==> src/hw/rtl/rtt_pkg.sv <==
// Package: types and constants shared by the range translation table unit
`timescale 1ns / 1ps
package rtt_pkg;

    localparam int TABLE_ENTRIES = 8;
    localparam int IDX_W         = $clog2(TABLE_ENTRIES);
    localparam int CNT_W         = $clog2(TABLE_ENTRIES + 1);
    localparam int TMEM_W        = 16;
    localparam int COUNT_W       = 16;
    localparam int ADDR_W        = 32;
    localparam int WORD_SHIFT    = 3;

    typedef enum logic
    {
        OP_RECORD = 1'b0,
        OP_LOOKUP = 1'b1
    } rtt_op_t;

    typedef struct packed
    {
        rtt_op_t             operation;
        logic [TMEM_W-1:0]   tmem_addr;
        logic [COUNT_W-1:0]  word_count;
        logic [ADDR_W-1:0]   image_addr;
    } rtt_req_t;

    typedef struct packed
    {
        logic                hit;
        logic [ADDR_W-1:0]   mapped_addr;
        logic [COUNT_W-1:0]  remaining;
    } rtt_rsp_t;

    typedef struct packed
    {
        logic [TMEM_W-1:0]   start;
        logic [COUNT_W-1:0]  words;
        logic [ADDR_W-1:0]   source;
    } rtt_entry_t;

    typedef struct packed
    {
        logic                en;
        logic [IDX_W-1:0]    addr;
        rtt_entry_t          data;
    } rtt_wr_t;

endpackage

==> src/hw/rtl/rtt_mem.sv <==
// Entry memory: one write port, one registered read port
`timescale 1ns / 1ps
module rtt_mem
(
    input  logic                      clk,
    input  rtt_pkg::rtt_wr_t          wr,
    input  logic                      rd_en,
    input  logic [rtt_pkg::IDX_W-1:0] rd_addr,
    output rtt_pkg::rtt_entry_t       rd_data
);

    rtt_pkg::rtt_entry_t mem [rtt_pkg::TABLE_ENTRIES];

    always_ff @(posedge clk)
    begin
        if (wr.en)
        begin
            mem[wr.addr] <= wr.data;
        end
    end

    always_ff @(posedge clk)
    begin
        if (rd_en)
        begin
            rd_data <= mem[rd_addr];
        end
    end

endmodule

==> src/hw/rtl/rtt_ctrl.sv <==
// Sequencer: entry walk, record update/append, lookup result register
`timescale 1ns / 1ps
module rtt_ctrl
(
    input  logic                      clk,
    input  logic                      rst_n,
    input  logic                      req_valid,
    output logic                      req_ready,
    input  rtt_pkg::rtt_req_t         req,
    output logic                      rsp_valid,
    input  logic                      rsp_ready,
    output rtt_pkg::rtt_rsp_t         rsp,
    output rtt_pkg::rtt_wr_t          mem_wr,
    output logic                      rd_en,
    output logic [rtt_pkg::IDX_W-1:0] rd_addr,
    input  rtt_pkg::rtt_entry_t       rd_data
);

    typedef enum logic [2:0]
    {
        ST_IDLE = 3'b001,
        ST_SCAN = 3'b010,
        ST_DONE = 3'b100
    } state_t;

    localparam logic [rtt_pkg::IDX_W:0]   N_WIDE   = (rtt_pkg::IDX_W + 1)'(rtt_pkg::TABLE_ENTRIES);
    localparam logic [rtt_pkg::CNT_W-1:0] N_CNT    = rtt_pkg::CNT_W'(rtt_pkg::TABLE_ENTRIES);
    localparam logic [rtt_pkg::IDX_W-1:0] LAST_IDX = rtt_pkg::IDX_W'(rtt_pkg::TABLE_ENTRIES - 1);

    state_t                      state_reg, state_next;
    rtt_pkg::rtt_req_t           item_reg, item_next;
    logic [rtt_pkg::CNT_W-1:0]   k_reg, k_next;
    logic                        pend_reg, pend_next;
    logic [rtt_pkg::IDX_W-1:0]   pend_addr_reg, pend_addr_next;
    logic [rtt_pkg::CNT_W-1:0]   count_reg, count_next;
    logic [rtt_pkg::IDX_W-1:0]   head_reg, head_next;
    logic                        hit_reg, hit_next;
    rtt_pkg::rtt_entry_t         ent_reg, ent_next;
    logic                        rsp_valid_reg, rsp_valid_next;
    rtt_pkg::rtt_rsp_t           rsp_reg, rsp_next;

    logic [rtt_pkg::CNT_W-1:0]   k_dec;
    logic [rtt_pkg::IDX_W:0]     phys_sum;
    logic [rtt_pkg::IDX_W-1:0]   phys;
    logic [rtt_pkg::TMEM_W:0]    range_end;
    logic                        match_rec;
    logic                        match_lkp;
    logic                        match;
    logic [rtt_pkg::TMEM_W-1:0]  offset;
    rtt_pkg::rtt_entry_t         new_entry;

    always_comb
    begin
        k_dec     = k_reg - 1'b1;
        phys_sum  = {1'b0, head_reg} + {1'b0, k_dec[rtt_pkg::IDX_W-1:0]};
        if (phys_sum >= N_WIDE)
        begin
            phys_sum = phys_sum - N_WIDE;
        end
        phys      = phys_sum[rtt_pkg::IDX_W-1:0];
        range_end = {1'b0, rd_data.start} + {1'b0, rd_data.words};
        match_rec = pend_reg && (rd_data.start == item_reg.tmem_addr);
        match_lkp = pend_reg && ({1'b0, item_reg.tmem_addr} >= {1'b0, rd_data.start})
                    && ({1'b0, item_reg.tmem_addr} < range_end);
        match     = (item_reg.operation == rtt_pkg::OP_LOOKUP) ? match_lkp : match_rec;
        offset    = item_reg.tmem_addr - ent_reg.start;
        new_entry = '{start: item_reg.tmem_addr, words: item_reg.word_count,
                      source: item_reg.image_addr};
    end

    always_comb
    begin
        state_next     = state_reg;
        item_next      = item_reg;
        k_next         = k_reg;
        pend_next      = pend_reg;
        pend_addr_next = pend_addr_reg;
        count_next     = count_reg;
        head_next      = head_reg;
        hit_next       = hit_reg;
        ent_next       = ent_reg;
        rsp_next       = rsp_reg;
        rsp_valid_next = rsp_valid_reg && !rsp_ready;
        mem_wr         = '0;
        rd_en          = 1'b0;
        rd_addr        = phys;

        unique case (state_reg)
            ST_IDLE:
            begin
                if (req_valid)
                begin
                    item_next  = req;
                    k_next     = count_reg;
                    pend_next  = 1'b0;
                    state_next = ST_SCAN;
                end
            end
            ST_SCAN:
            begin
                pend_next = 1'b0;
                if (match)
                begin
                    if (item_reg.operation == rtt_pkg::OP_RECORD)
                    begin
                        mem_wr.en   = 1'b1;
                        mem_wr.addr = pend_addr_reg;
                        mem_wr.data = new_entry;
                        state_next  = ST_IDLE;
                    end
                    else
                    begin
                        hit_next   = 1'b1;
                        ent_next   = rd_data;
                        state_next = ST_DONE;
                    end
                end
                else if (k_reg != '0)
                begin
                    rd_en          = 1'b1;
                    pend_next      = 1'b1;
                    pend_addr_next = phys;
                    k_next         = k_dec;
                end
                else if (item_reg.operation == rtt_pkg::OP_RECORD)
                begin
                    mem_wr.en   = 1'b1;
                    mem_wr.data = new_entry;
                    if (count_reg < N_CNT)
                    begin
                        mem_wr.addr = count_reg[rtt_pkg::IDX_W-1:0];
                        count_next  = count_reg + 1'b1;
                    end
                    else
                    begin
                        // drop oldest: overwrite it and advance the head
                        mem_wr.addr = head_reg;
                        head_next   = (head_reg == LAST_IDX) ? '0 : head_reg + 1'b1;
                    end
                    state_next = ST_IDLE;
                end
                else
                begin
                    hit_next   = 1'b0;
                    state_next = ST_DONE;
                end
            end
            ST_DONE:
            begin
                if (!rsp_valid_reg || rsp_ready)
                begin
                    if (hit_reg)
                    begin
                        rsp_next.hit         = 1'b1;
                        rsp_next.mapped_addr = ent_reg.source
                                               + (rtt_pkg::ADDR_W'(offset) << rtt_pkg::WORD_SHIFT);
                        rsp_next.remaining   = ent_reg.start + ent_reg.words
                                               - item_reg.tmem_addr;
                    end
                    else
                    begin
                        rsp_next = '0;
                    end
                    rsp_valid_next = 1'b1;
                    state_next     = ST_IDLE;
                end
            end
            default:
            begin
                state_next = ST_IDLE;
            end
        endcase
    end

    always_ff @(posedge clk or negedge rst_n)
    begin
        if (!rst_n)
        begin
            state_reg     <= ST_IDLE;
            k_reg         <= '0;
            pend_reg      <= 1'b0;
            count_reg     <= '0;
            head_reg      <= '0;
            rsp_valid_reg <= 1'b0;
        end
        else
        begin
            state_reg     <= state_next;
            k_reg         <= k_next;
            pend_reg      <= pend_next;
            count_reg     <= count_next;
            head_reg      <= head_next;
            rsp_valid_reg <= rsp_valid_next;
        end
    end

    always_ff @(posedge clk)
    begin
        item_reg      <= item_next;
        pend_addr_reg <= pend_addr_next;
        hit_reg       <= hit_next;
        ent_reg       <= ent_next;
        rsp_reg       <= rsp_next;
    end

    assign req_ready = (state_reg == ST_IDLE);
    assign rsp_valid = rsp_valid_reg;
    assign rsp       = rsp_reg;

endmodule

==> src/hw/rtl/tmem_range_translation_table_unit.sv <==
// Top level: texture memory range translation table
`timescale 1ns / 1ps
// One word in flight at a time; req_ready is high only while idle.
// Lookup: the walk ends in ST_DONE, which registers the result word; req_ready
// returns with rsp_valid. The walk reads one entry per cycle, newest to oldest.
// Record: req_ready stays low for the walk and the table write; no result word.
// A result held by the receiver stalls the next lookup in its last cycle.
// Reset clears the entry count and ring head; entry memory is not cleared.
module tmem_range_translation_table_unit
(
    input  logic              clk,
    input  logic              rst_n,
    input  logic              req_valid,
    output logic              req_ready,
    input  rtt_pkg::rtt_req_t req,
    output logic              rsp_valid,
    input  logic              rsp_ready,
    output rtt_pkg::rtt_rsp_t rsp
);

    rtt_pkg::rtt_wr_t          mem_wr;
    logic                      rd_en;
    logic [rtt_pkg::IDX_W-1:0] rd_addr;
    rtt_pkg::rtt_entry_t       rd_data;

    rtt_ctrl u_ctrl
    (
        .clk       (clk),
        .rst_n     (rst_n),
        .req_valid (req_valid),
        .req_ready (req_ready),
        .req       (req),
        .rsp_valid (rsp_valid),
        .rsp_ready (rsp_ready),
        .rsp       (rsp),
        .mem_wr    (mem_wr),
        .rd_en     (rd_en),
        .rd_addr   (rd_addr),
        .rd_data   (rd_data)
    );

    rtt_mem u_mem
    (
        .clk     (clk),
        .wr      (mem_wr),
        .rd_en   (rd_en),
        .rd_addr (rd_addr),
        .rd_data (rd_data)
    );

endmodule
==> config.mk <==
export PLATFORM = sky130hd
export DESIGN_NAME = tmem_range_translation_table_unit
export DESIGN_NICKNAME = d
export VERILOG_FILES = /design/src/hw/rtl/rtt_pkg.sv /design/src/hw/rtl/rtt_mem.sv /design/src/hw/rtl/rtt_ctrl.sv /design/src/hw/rtl/tmem_range_translation_table_unit.sv
export SDC_FILE = /design/constraint.sdc
export NUM_CORES = 1
export LEC_CHECK = 0
export ABC_AREA = 1
export BUFFER_PORTS_ARGS = -buffer_cell sky130_fd_sc_hd__buf_2
export CAP_MARGIN = 5
export CELL_PAD_IN_SITES_DETAIL_PLACEMENT = 0
export CELL_PAD_IN_SITES_GLOBAL_PLACEMENT = 1
export CORE_ASPECT_RATIO = 0.7
export CORE_MARGIN = 3
export CORE_UTILIZATION = 40
export CTS_BUF_LIST = sky130_fd_sc_hd__clkbuf_4 sky130_fd_sc_hd__clkbuf_8 sky130_fd_sc_hd__clkbuf_16
export DETAILED_ROUTE_END_ITERATION = 8
export HOLD_SLACK_MARGIN = 0.06
export PLACE_DENSITY_LB_ADDON = 0.1
export SYNTH_ARGS = -nofsm -noshare
export SYNTH_HDL_FRONTEND = slang
export SYNTH_SLANG_ARGS = --single-unit
==> constraint.sdc <==
create_clock -name clk -period 11.85 [get_ports clk]
set_input_delay 1.185 -clock clk [delete_from_list [all_inputs] [get_ports clk]]
set_output_delay 1.185 -clock clk [all_outputs]
set_load 0.01 [all_outputs]
==> results_dict.tcl, run 1 <==
set metrics [dict create \
    yosysSeqAreaShare_pct 69.7 \
    worst_pin_slew_ns 1.19 \
    cts_resized 0 \
    cp_slowest_cell "nor2_4" \
    arrival_ns 6.03 \
    grt_pass1_wl_um 126000 \
    synth_largest_area_cell "edfxtp_1" \
    wl_um 84900 \
    cp_max_fo 40 \
    first_pass_iters 5 \
    yosysTopAreaCellShare_pct 68.5 \
    layout-drive-gt1-share_pct 12.4 \
    syn_area_mm2 0.0333 \
    synth_most_common_cell "edfxtp_1" \
    tritoncts "built" \
    drc 0 \
    syn_inst 2588 \
    yosysUniqueCellTypes 47 \
    ant_nets 0 \
    min_period_ns 5.79 \
    die_area_mm2 0.0867 \
    area_growth_pct 12.9 \
    maxSlewViolCount 0 \
    start_kind "flip-flop" \
    clockRootBuffer "clkbuf_16" \
    rsz0062_at_grt "false" \
    synthesis.nets 2776 \
    status "complete, no violations" \
    cap_violations 0 \
    crit_path_end_kind "flip-flop" \
    power_switching_mw 3.09 \
    path_buf_inv 2 \
    grtUsageMet2_pct 29.4 \
    vdd_ir_drop_max_uv 122 \
    required_ns 12.09 \
    period_share_pct 48.8 \
    ios 120 \
    netlist_top_cells_count "edfxtp_1, o21ai_0, nor2_1" \
    syn_area_per_cell_um2 12.8 \
    place_hpwl_um 51100 \
    p_leak_nw 13.9 \
    hold_viol 0 \
    ys.flop_type "edfxtp_1" \
    die_w_um 351 \
    largest_register_ffs 512 \
    io_buffers 119 \
    start_util_pct 40.8 \
    pwr-share-clk_pct 28.3 \
    seqPwrFrac_pct 39.9 \
    crit_type "reg -> reg" \
    max_stage_delay_ns 0.79 \
    skew_ns 0.0287 \
    comb_power_share_pct 31.9 \
    crit_top_cell "nand2_1" \
    fin_tns_setup_ns 0 \
    slew_headroom_pct 20.3 \
    p_per_area_mw_per_mm2 229 \
    hold_class "reg -> reg" \
    num-nets-final 2889 \
    synth_edf_count 758 \
    hold_buffers 0 \
    vias 20500 \
    grt_remaining_overflow 0 \
    yosysWarnings 0 \
    grt.busiest_layer "met1" \
    finalPower_mw 8.61 \
    internal-power_mw 5.52 \
    cts_sinks 774 \
    drtIter0Drc 1627 \
    clockBufferDepth 3 \
    gr-usage-all-layers_pct 19.6 \
    synth_area_leaders "edfxtp_1, o21ai_0, ha_1, nor2_1, inv_1" \
    numCtsBuffers 79 \
    grt_use_met3_pct 3.16 \
    viasPerCell 5.35 \
    grt_max_degree 105 \
    crit_family "simple AND/OR/NAND/NOR gates" \
    clk_latency_ns 0.63 \
    wl_per_cell_um 22.2 \
    die_h_um 247 \
    core_mm2 0.0814 \
    cts_max_level 3 \
    synth-seq-cells 774 \
    grt_pass1_vias 19800 \
    antenna_found_initial 14 \
    sw_frac_of_total_pct 35.9 \
    row_count 87 \
    gp_congestion 0.839 \
    timing.fmax_mhz 173 \
    setup_viol 0 \
    gr-usage-met1_pct 29.7 \
    postCtsSetupRepairBufs 0 \
    clk_pin_slew_ns 0.06 \
    synthArstFlopShare_pct 2.07 \
]
-- stage by stage --
stage | hold slack, ns | worst slack, ns | util [%] | std cells | area, um2
after global placement | 0.407 | 5.96 | 43.0 | 3688 | 35000
after floorplan | 0.400 | 4.16 | - | 2588 | 33300
after global routing | 0.428 | 5.44 | 46.1 | 3828 | 37500
final | 0.416 | 6.06 | 46.1 | 3829 | 37500
after CTS | 0.418 | 5.95 | 46.1 | 3828 | 37500
after detailed placement | 0.405 | 5.98 | 43.0 | 3688 | 35000
-- cell families after synthesis --
| family | Yosys count | share of synthesized area (%) |
|---|---|---|
| buffers and inverters | 362 | 4.32 |
| AOI/OAI and AO/OA | 673 | 12.0 |
| adders and majority gates | 119 | 4.91 |
| xor gates and xnor gates | 35 | 0.922 |
| DFF | 774 | 69.7 |
| and+or+nand+nor | 625 | 8.23 |
-- per-layer routing --
layer / up-vias / share of wire, %
li1: 9670 / -
met1: 10100 / 48
met2: 567 / 43
met3: 118 / 6.5
met4: 4 / 2.1
met5: - / 0.027
-- final timing paths --
check	from	to	slack (ns)	cells past startpoint
worst max-delay path	u_mem.rd_data[50]	u_mem.mem[3][9]	6.06	26
worst min-delay path	u_mem.rd_data[6]	u_ctrl.ent_reg[6]	0.42	0
worst max register to register	u_mem.rd_data[50]	u_mem.mem[3][9]	6.06	26
worst min register to register	u_mem.rd_data[6]	u_ctrl.ent_reg[6]	0.42	0
max in group asynchronous	rst_n	u_ctrl.state_reg[0]	11.05	1
min in group asynchronous	rst_n	u_ctrl.head_reg[1]	0.47	1
-- cell type report --
type / count / area, um2
Antenna cell: 1 / 2.50
Clock buffer: 97 / 2120
Clock inverter: 43 / 395
Fill cell: 7217 / 43900
Inverter: 245 / 926
Multi-Input combinational cell: 1452 / 8770
Sequential cell: 774 / 23200
Tap cell: 1068 / 1340
Timing Repair Buffer: 149 / 821
-- cell usage in the layout (no fill, tap or decap), types with 16 or more instances in the layout --
cell | synthesis | layout
o21a_1 | 73 | 73
xnor2_1 | 16 | 16
ha_1 | 100 | 99
xor2_1 | 19 | 19
nand2_1 | 164 | 163
clkbuf_16 | 0 | 79
buf_2 | 12 | 119
fa_1 | 19 | 18
inv_1 | 244 | 241
nor2_1 | 312 | 302
clkbuf_4 | 0 | 17
o221ai_1 | 65 | 65
nand3_2 | 30 | 30
edfxtp_1 | 758 | 758
nand3_1 | 80 | 80
a21oi_1 | 113 | 112
clkinv_2 | 0 | 16
o22ai_1 | 66 | 66
buf_4 | 3 | 30
o21ai_0 | 315 | 315
-- power groups by stage --
stage | logic, mW | clock network, mW | registers [mW]
floorplan | 1.83 | 0 | 3.42
global placement | 2.75 | 0 | 3.49
detailed placement | 2.75 | 0 | 3.49
CTS | 2.77 | 2.51 | 3.43
global route | 3.05 | 2.62 | 3.44
finish | 2.74 | 2.43 | 3.43
Note: power is estimated with default switching activity, not from simulation.
==> run 2, diff against run 1 <==
- clock period: 11.85 -> 5 ns (I/O delays scaled with it)
==> run 2 against run 1 <==
Critical path depth unchanged. Routed wire length rose by 1.9%. Fmax rose by 27%. Worst setup slack got worse by 5.6 ns. Largest power group unchanged. Highest routed layer unchanged.
==> results_dict.tcl, run 2 (same netlist as run 1, synthesis figures left out) <==
set metrics [dict create \
    status "complete, no violations" \
    wl_per_cell_um 22.1 \
    maxSlewViolCount 0 \
    cp_max_fo 24 \
    cts_max_level 3 \
    grt_pass1_wl_um 131000 \
    antenna_found_initial 14 \
    hold_class "in -> reg" \
    wl_um 86500 \
    final_cell_mix "edfxtp_1, o21ai_0, nor2_1, inv_1, nand2_1" \
    die_h_um 247 \
    drtIter0Drc 1417 \
    vias 20800 \
    setup_viol 0 \
    hold_viol 0 \
    largest_register_ffs 512 \
    skew_ns 0.0282 \
    row_count 87 \
    comb_power_share_pct 33.4 \
    finalPower_mw 20.8 \
    drc 0 \
    grt_use_met3_pct 4.48 \
    multi_input_area_mm2 0.00879 \
    die_w_um 351 \
    start_util_pct 40.8 \
    clockBufferDepth 3 \
    ios 120 \
    cts_sinks 774 \
    sw_frac_of_total_pct 36.4 \
    grtUsageMet2_pct 29.6 \
    finalInstanceArea_mm2 0.0388 \
    fill_cells 7195 \
    ant_nets 0 \
    cap_violations 0 \
    clockRootBuffer "clkbuf_16" \
    power_switching_mw 7.58 \
    vdd_ir_drop_max_uv 564 \
    p_leak_nw 14.4 \
    numCtsBuffers 79 \
    layout-drive-gt1-share_pct 12.9 \
    gr-usage-all-layers_pct 20.1 \
    gr-usage-met1_pct 29.9 \
    clk_pin_slew_ns 0.06 \
    dpl_cell_area_mm2 0.0355 \
    num-nets-final 2979 \
    seqPwrFrac_pct 38.8 \
    internal-power_mw 13.2 \
    area_growth_pct 16.6 \
    pwr-share-clk_pct 27.8 \
    min_period_ns 4.56 \
    timing.fmax_mhz 219 \
    grt_max_degree 172 \
    period_share_pct 91.3 \
    grt.busiest_layer "met1" \
    die_area_mm2 0.0867 \
    required_ns 5.33 \
    utilization_pct 47.6 \
    worst_pin_slew_ns 1.10 \
    gp_congestion 0.857 \
    critPathLaunch "u_mem.rd_data[50]" \
    grt_remaining_overflow 0 \
    crit_path_end_kind "flip-flop" \
    antenna_cells 0 \
    crit_type "reg -> reg" \
    whs_ns 0.120 \
    first_pass_iters 5 \
    arrival_ns 4.89 \
    grt_pass1_vias 20700 \
    core_mm2 0.0814 \
    place_hpwl_um 53900 \
    holdCritStartpoint "req_valid" \
    viasPerCell 5.31 \
    slew_headroom_pct 26.4 \
    tritoncts "built" \
    layout_commonest_cell "edfxtp_1" \
    p_per_area_mw_per_mm2 537 \
    clk_latency_ns 0.65 \
    io_buffers 119 \
    r2r_start "u_mem.rd_data[50]" \
    start_kind "flip-flop" \
    regArea_mm2 0.0232 \
    rsz0062_at_grt "false" \
]
-- run 2: cell types whose count changed in the layout (fill, tap and decap cells not counted), moves of 3 or more --
| cell | previous run | this run |
|---|---|---|
| clkinv_2 | 16 | 9 |
| buf_6 | 0 | 3 |
| buf_4 | 30 | 23 |
| dlygate4sd3_1 | 0 | 66 |
| buf_12 | 0 | 27 |
| clkinv_1 | 15 | 18 |
| inv_6 | 1 | 5 |
-- run 2: power groups by stage --
| stage | logic (mW) | clock network, mW | registers (mW) |
|---|---|---|---|
| finish | 6.95 | 5.79 | 8.09 |
| global placement | 6.86 | 0 | 8.23 |
| CTS | 6.96 | 5.95 | 8.10 |
| detailed placement | 6.87 | 0 | 8.24 |
| floorplan | 4.35 | 0 | 8.09 |
| global route | 7.71 | 6.22 | 8.11 |
-- run 2: stage by stage --
stage                     setup TNS [ns]  instances  setup WS, ns
after detailed placement               0       3704         0.138
after global placement                 0       3704         0.160
after global routing                   0       3921       0.00799
final                                  0       3921         0.435
after CTS                              0       3913         0.109
after floorplan                  -157.11       2588        -0.303
-- run 2: final timing paths --
check	slack (ns)	end	depth (start not counted)
worst max-delay path	0.44	u_mem.mem[7][26]	26
worst min-delay path	0.12	u_ctrl.state_reg[0]	4
worst max register to register	0.44	u_mem.mem[7][26]	26
worst min register to register	0.41	u_ctrl.ent_reg[17]	0
max in group asynchronous	4.35	u_ctrl.state_reg[0]	2
min in group asynchronous	0.32	u_ctrl.count_reg[3]	2
-- run 2: cell type report --
cell class | instances | share of cell area (%)
clock buffer | 101 | 5.60
clock inverter | 42 | 0.939
inverter | 245 | 2.39
multi-input combinational | 1452 | 22.7
sequential | 774 | 59.7
tap | 1068 | 3.45
timing repair buffer | 239 | 5.23
-- run 2: layer usage --
metal  up-vias  part of all wire (%)
met5         -                 0.053
met2       562                    42
met3       140                   7.0
met4         6                   2.4
met1     10300                    48
li1       9845                     -
-- run 2: worst max-delay path: stages (launching register included) --
cell,delay (ns)
edfxtp_1,0.42
ha_1,0.37
nand2_1,0.11
nand2_1,0.06
nand3_1,0.07
nand2_1,0.05
a21oi_1,0.22
o21ai_1,0.13
a21boi_1,0.21
o21ai_0,0.16
xor2_1,0.17
ha_1,0.29
inv_1,0.07
nor3_1,0.05
nor3_1,0.13
nand2_1,0.07
nand2_1,0.05
nand2_1,0.05
nand2_1,0.05
nand2_1,0.04
nand2_1,0.11
nand2_4,0.12
nand2_4,0.19
nand3_1,0.15
and2_1,0.30
nor2_4,0.28
clkbuf_16,0.30
-- run 2: repair_timing --
item | CTS | global route
endpoints found under the hold margin | 80 | 0
endpoints found under the setup margin | 0 | 513
gates resized for setup | 0 | 6
hold buffers | 66 | 0
buffers inserted | 0 | 7
==> run 3, diff against run 2 <==
- ABC_AREA: 1 -> unset
==> run 3 against run 2 <==
The flow now finishes with violations (setup timing). Sequential share of layout area down 0.88 points. Combinational power up 16%. Final cell count down 13%. Clock power up 4.0%. Utilization up 1.7 points. Fmax down 10%. Routed wire length down 2.8%. Worst hold slack better by 0.088 ns. Total power up 7.2%. Non-clock buffer count up 62. Area after synthesis down 1.9%. Critical endpoint is now u_mem.mem[6][33].
==> results_dict.tcl, run 3 <==
set metrics [dict create \
    synth_most_common_cell "edfxtp_1" \
    p_per_area_mw_per_mm2 567 \
    syn_inst 1951 \
    area_growth_pct 20.7 \
    yosysUniqueCellTypes 64 \
    grt_max_degree 103 \
    timing.rr.end "u_mem.mem[6][33]" \
    yosys.area_share.adder_pct 5.00 \
    fin_ws_ns -0.0821 \
    row_count 86 \
    largest_register_ffs 512 \
    worstPathCellList "ha_2, fa_2, a211oi_2, o211ai_1, a311oi_2, o21bai_1, a21oi_2, o21bai_1, a21oi_1, xor2_1, ha_1, a211o_1, a211oi_2, o211a_1, o21ai_2, o211ai_1, o22a_2, mux2_4, nor2_4, buf_12, buf_12, buf_6" \
    synthMuxAreaShare_pct 9.23 \
    wl_um 84100 \
    utilization_pct 49.4 \
    place_ws_ns -0.105 \
    rsz0062_at_grt "true" \
    layout_commonest_cell "edfxtp_1" \
    synth_top_family_by_area "multiplexers" \
    die_area_mm2 0.0850 \
    crit_path_end_kind "flip-flop" \
    die_h_um 245 \
    slew_headroom_pct 30.7 \
    grt_pass1_vias 18100 \
    drc 0 \
    synth-seq-cells 774 \
    worst_r2r_path_depth 22 \
    period_share_pct 102 \
    clockBufferDepth 3 \
    ys.flop_type "edfxtp_1" \
    synth_area_leaders "edfxtp_1, mux4_2, ha_1, nand2_1, and2_1" \
    final_cell_mix "edfxtp_1, nand2_1, mux4_2, buf_2, inv_1" \
    rrSetupSlack_ns -0.08 \
    skew_ns 0.0322 \
    gp_congestion 0.858 \
    drtIter0Drc 1590 \
    setup_viol 379 \
    ant_nets 0 \
    vdd_ir_drop_max_uv 378 \
    place_hpwl_um 55900 \
    clockRootBuffer "clkbuf_16" \
    timing.fmax_mhz 197 \
    layout-drive-gt1-share_pct 23.0 \
    synthXorXnorAreaFrac_pct 1.29 \
    tritoncts "built" \
    synth_compound_area_share_pct 4.09 \
    clk_pin_slew_ns 0.06 \
    gr-usage-all-layers_pct 19.7 \
    synthArstFlopShare_pct 2.07 \
    hold_class "in -> reg" \
    maxSlewViolCount 0 \
    wl_met2_um 36900 \
    cts_sinks 774 \
    clk_latency_ns 0.64 \
    antenna_found_initial 7 \
    p_leak_nw 14.1 \
    numCtsBuffers 79 \
    viasPerCell 5.30 \
    yosysWarnings 0 \
    fin_tns_setup_ns -11.25 \
    hold_viol 0 \
    min_path_cells 3 \
    wl_met1_um 41100 \
    yosys.area_share.simple_pct 7.50 \
    ios 120 \
    syn_area_per_cell_um2 16.7 \
    syn_area_mm2 0.0326 \
    vias 18000 \
    core_mm2 0.0797 \
    status "finished, violations left" \
    min_period_ns 5.08 \
    synthesis.nets 2139 \
    whs_ns 0.208 \
    finalInstanceArea_mm2 0.0394 \
    synth_largest_area_cell "edfxtp_1" \
    io_buffers 119 \
    die_w_um 347 \
    cap_violations 0 \
    holdCritStartpoint "rsp_ready" \
    max_stage_delay_ns 0.41 \
    arrival_ns 5.44 \
    first_pass_iters 5 \
    yosysSeqAreaShare_pct 71.0 \
    start_kind "flip-flop" \
    cp_max_fo 6 \
    cp_slowest_cell "edfxtp_1" \
    required_ns 5.36 \
    grt_pass1_wl_um 122000 \
    netlist_top_cells_count "edfxtp_1, nand2_1, mux4_2" \
    yosysTopAreaCellShare_pct 69.8 \
    failed_checks "setup timing" \
    wl_per_cell_um 24.8 \
    grt_remaining_overflow 0 \
    wl_met3_um 4730 \
    min_to "u_ctrl.rsp_valid" \
    start_util_pct 40.9 \
    dpl_cell_area_mm2 0.0355 \
    worst_pin_slew_ns 1.03 \
    num-nets-final 2463 \
    cts_max_level 3 \
    r2r_start "u_mem.rd_data[48]" \
    synth_edf_count 758 \
    topRoutingLayerUsed "met4" \
    crit_type "reg -> reg" \
]
==> run 3: timing repair <==
item                                   in CTS  in global routing
gates resized for setup                     2                 31
buffers inserted                            4                 19
pin swaps                                   2                 18
cloned                                      0                  9
endpoints found under the hold margin      81                  0
setup endpoints to repair                 356                563
hold buffers                               67                  0
==> run 3: metal layers <==
| metal | GRT usage, % | vias to the layer above |
|---|---|---|
| met5 | 0 | - |
| met4 | 4.09 | 0 |
| met3 | 3.92 | 103 |
| met2 | 29.2 | 448 |
| met1 | 30.1 | 9327 |
| li1 | - | 8126 |
==> run 3: final cells by class <==
| cell class | instances | area, um2 |
|---|---|---|
| Fill cell | 6713 | 40400 |
| Antenna cell | 1 | 2.50 |
| Multi-Input combinational cell | 1016 | 9030 |
| Sequential cell | 774 | 23200 |
| Inverter | 103 | 389 |
| Clock buffer | 96 | 2160 |
| Tap cell | 1056 | 1320 |
| Clock inverter | 50 | 510 |
| Timing Repair Buffer | 301 | 2780 |
==> run 3: worst max path at each step <==
stage	start	to
2_1_floorplan	u_mem.rd_data[48]	u_mem.mem[1][0]
3_3_place_gp	u_mem.rd_data[33]	u_mem.mem[1][55]
3_5_place_dp	u_mem.rd_data[33]	u_mem.mem[1][42]
4_1_cts	u_mem.rd_data[32]	u_mem.mem[1][6]
5_1_grt	u_mem.rd_data[48]	u_mem.mem[6][56]
6_report	u_mem.rd_data[48]	u_mem.mem[6][33]
==> run 3: cells by family after synthesis <==
kind of cell / after synthesis
flip-flops: 774
buffers and inverters: 161
adder cells (fa/ha/maj): 119
XOR/XNOR: 48
multiplexers: 140
AND/OR/NAND/NOR: 513
AO/OA/AOI/OAI: 196
==> run 3: through the flow <==
step,instances,power [mW]
2_1_floorplan,1951,13.3
3_3_place_gp,3153,16.4
3_5_place_dp,3153,16.3
4_1_cts,3370,22.5
5_1_grt,3396,23.6
6_report,3397,22.3
==> run 3: critical path, delay by kind of cell, from the launching register on <==
| family | cells | cell delay [ns] |
|---|---|---|
| AO/OA/AOI/OAI | 13 | 2.52 |
| adder cells (fa/ha/maj) | 3 | 0.85 |
| buffers and inverters | 3 | 0.43 |
| flip-flops | 1 | 0.41 |
| multiplexers | 1 | 0.34 |
| XOR/XNOR | 1 | 0.16 |
| AND/OR/NAND/NOR | 1 | 0.13 |
==> run 3: report_power, final <==
part / switching (mW) / internal (mW)
clock: 2.50 / 3.52
combinational: 4.87 / 3.21
sequential: 0.270 / 7.96
total: 7.64 / 14.7
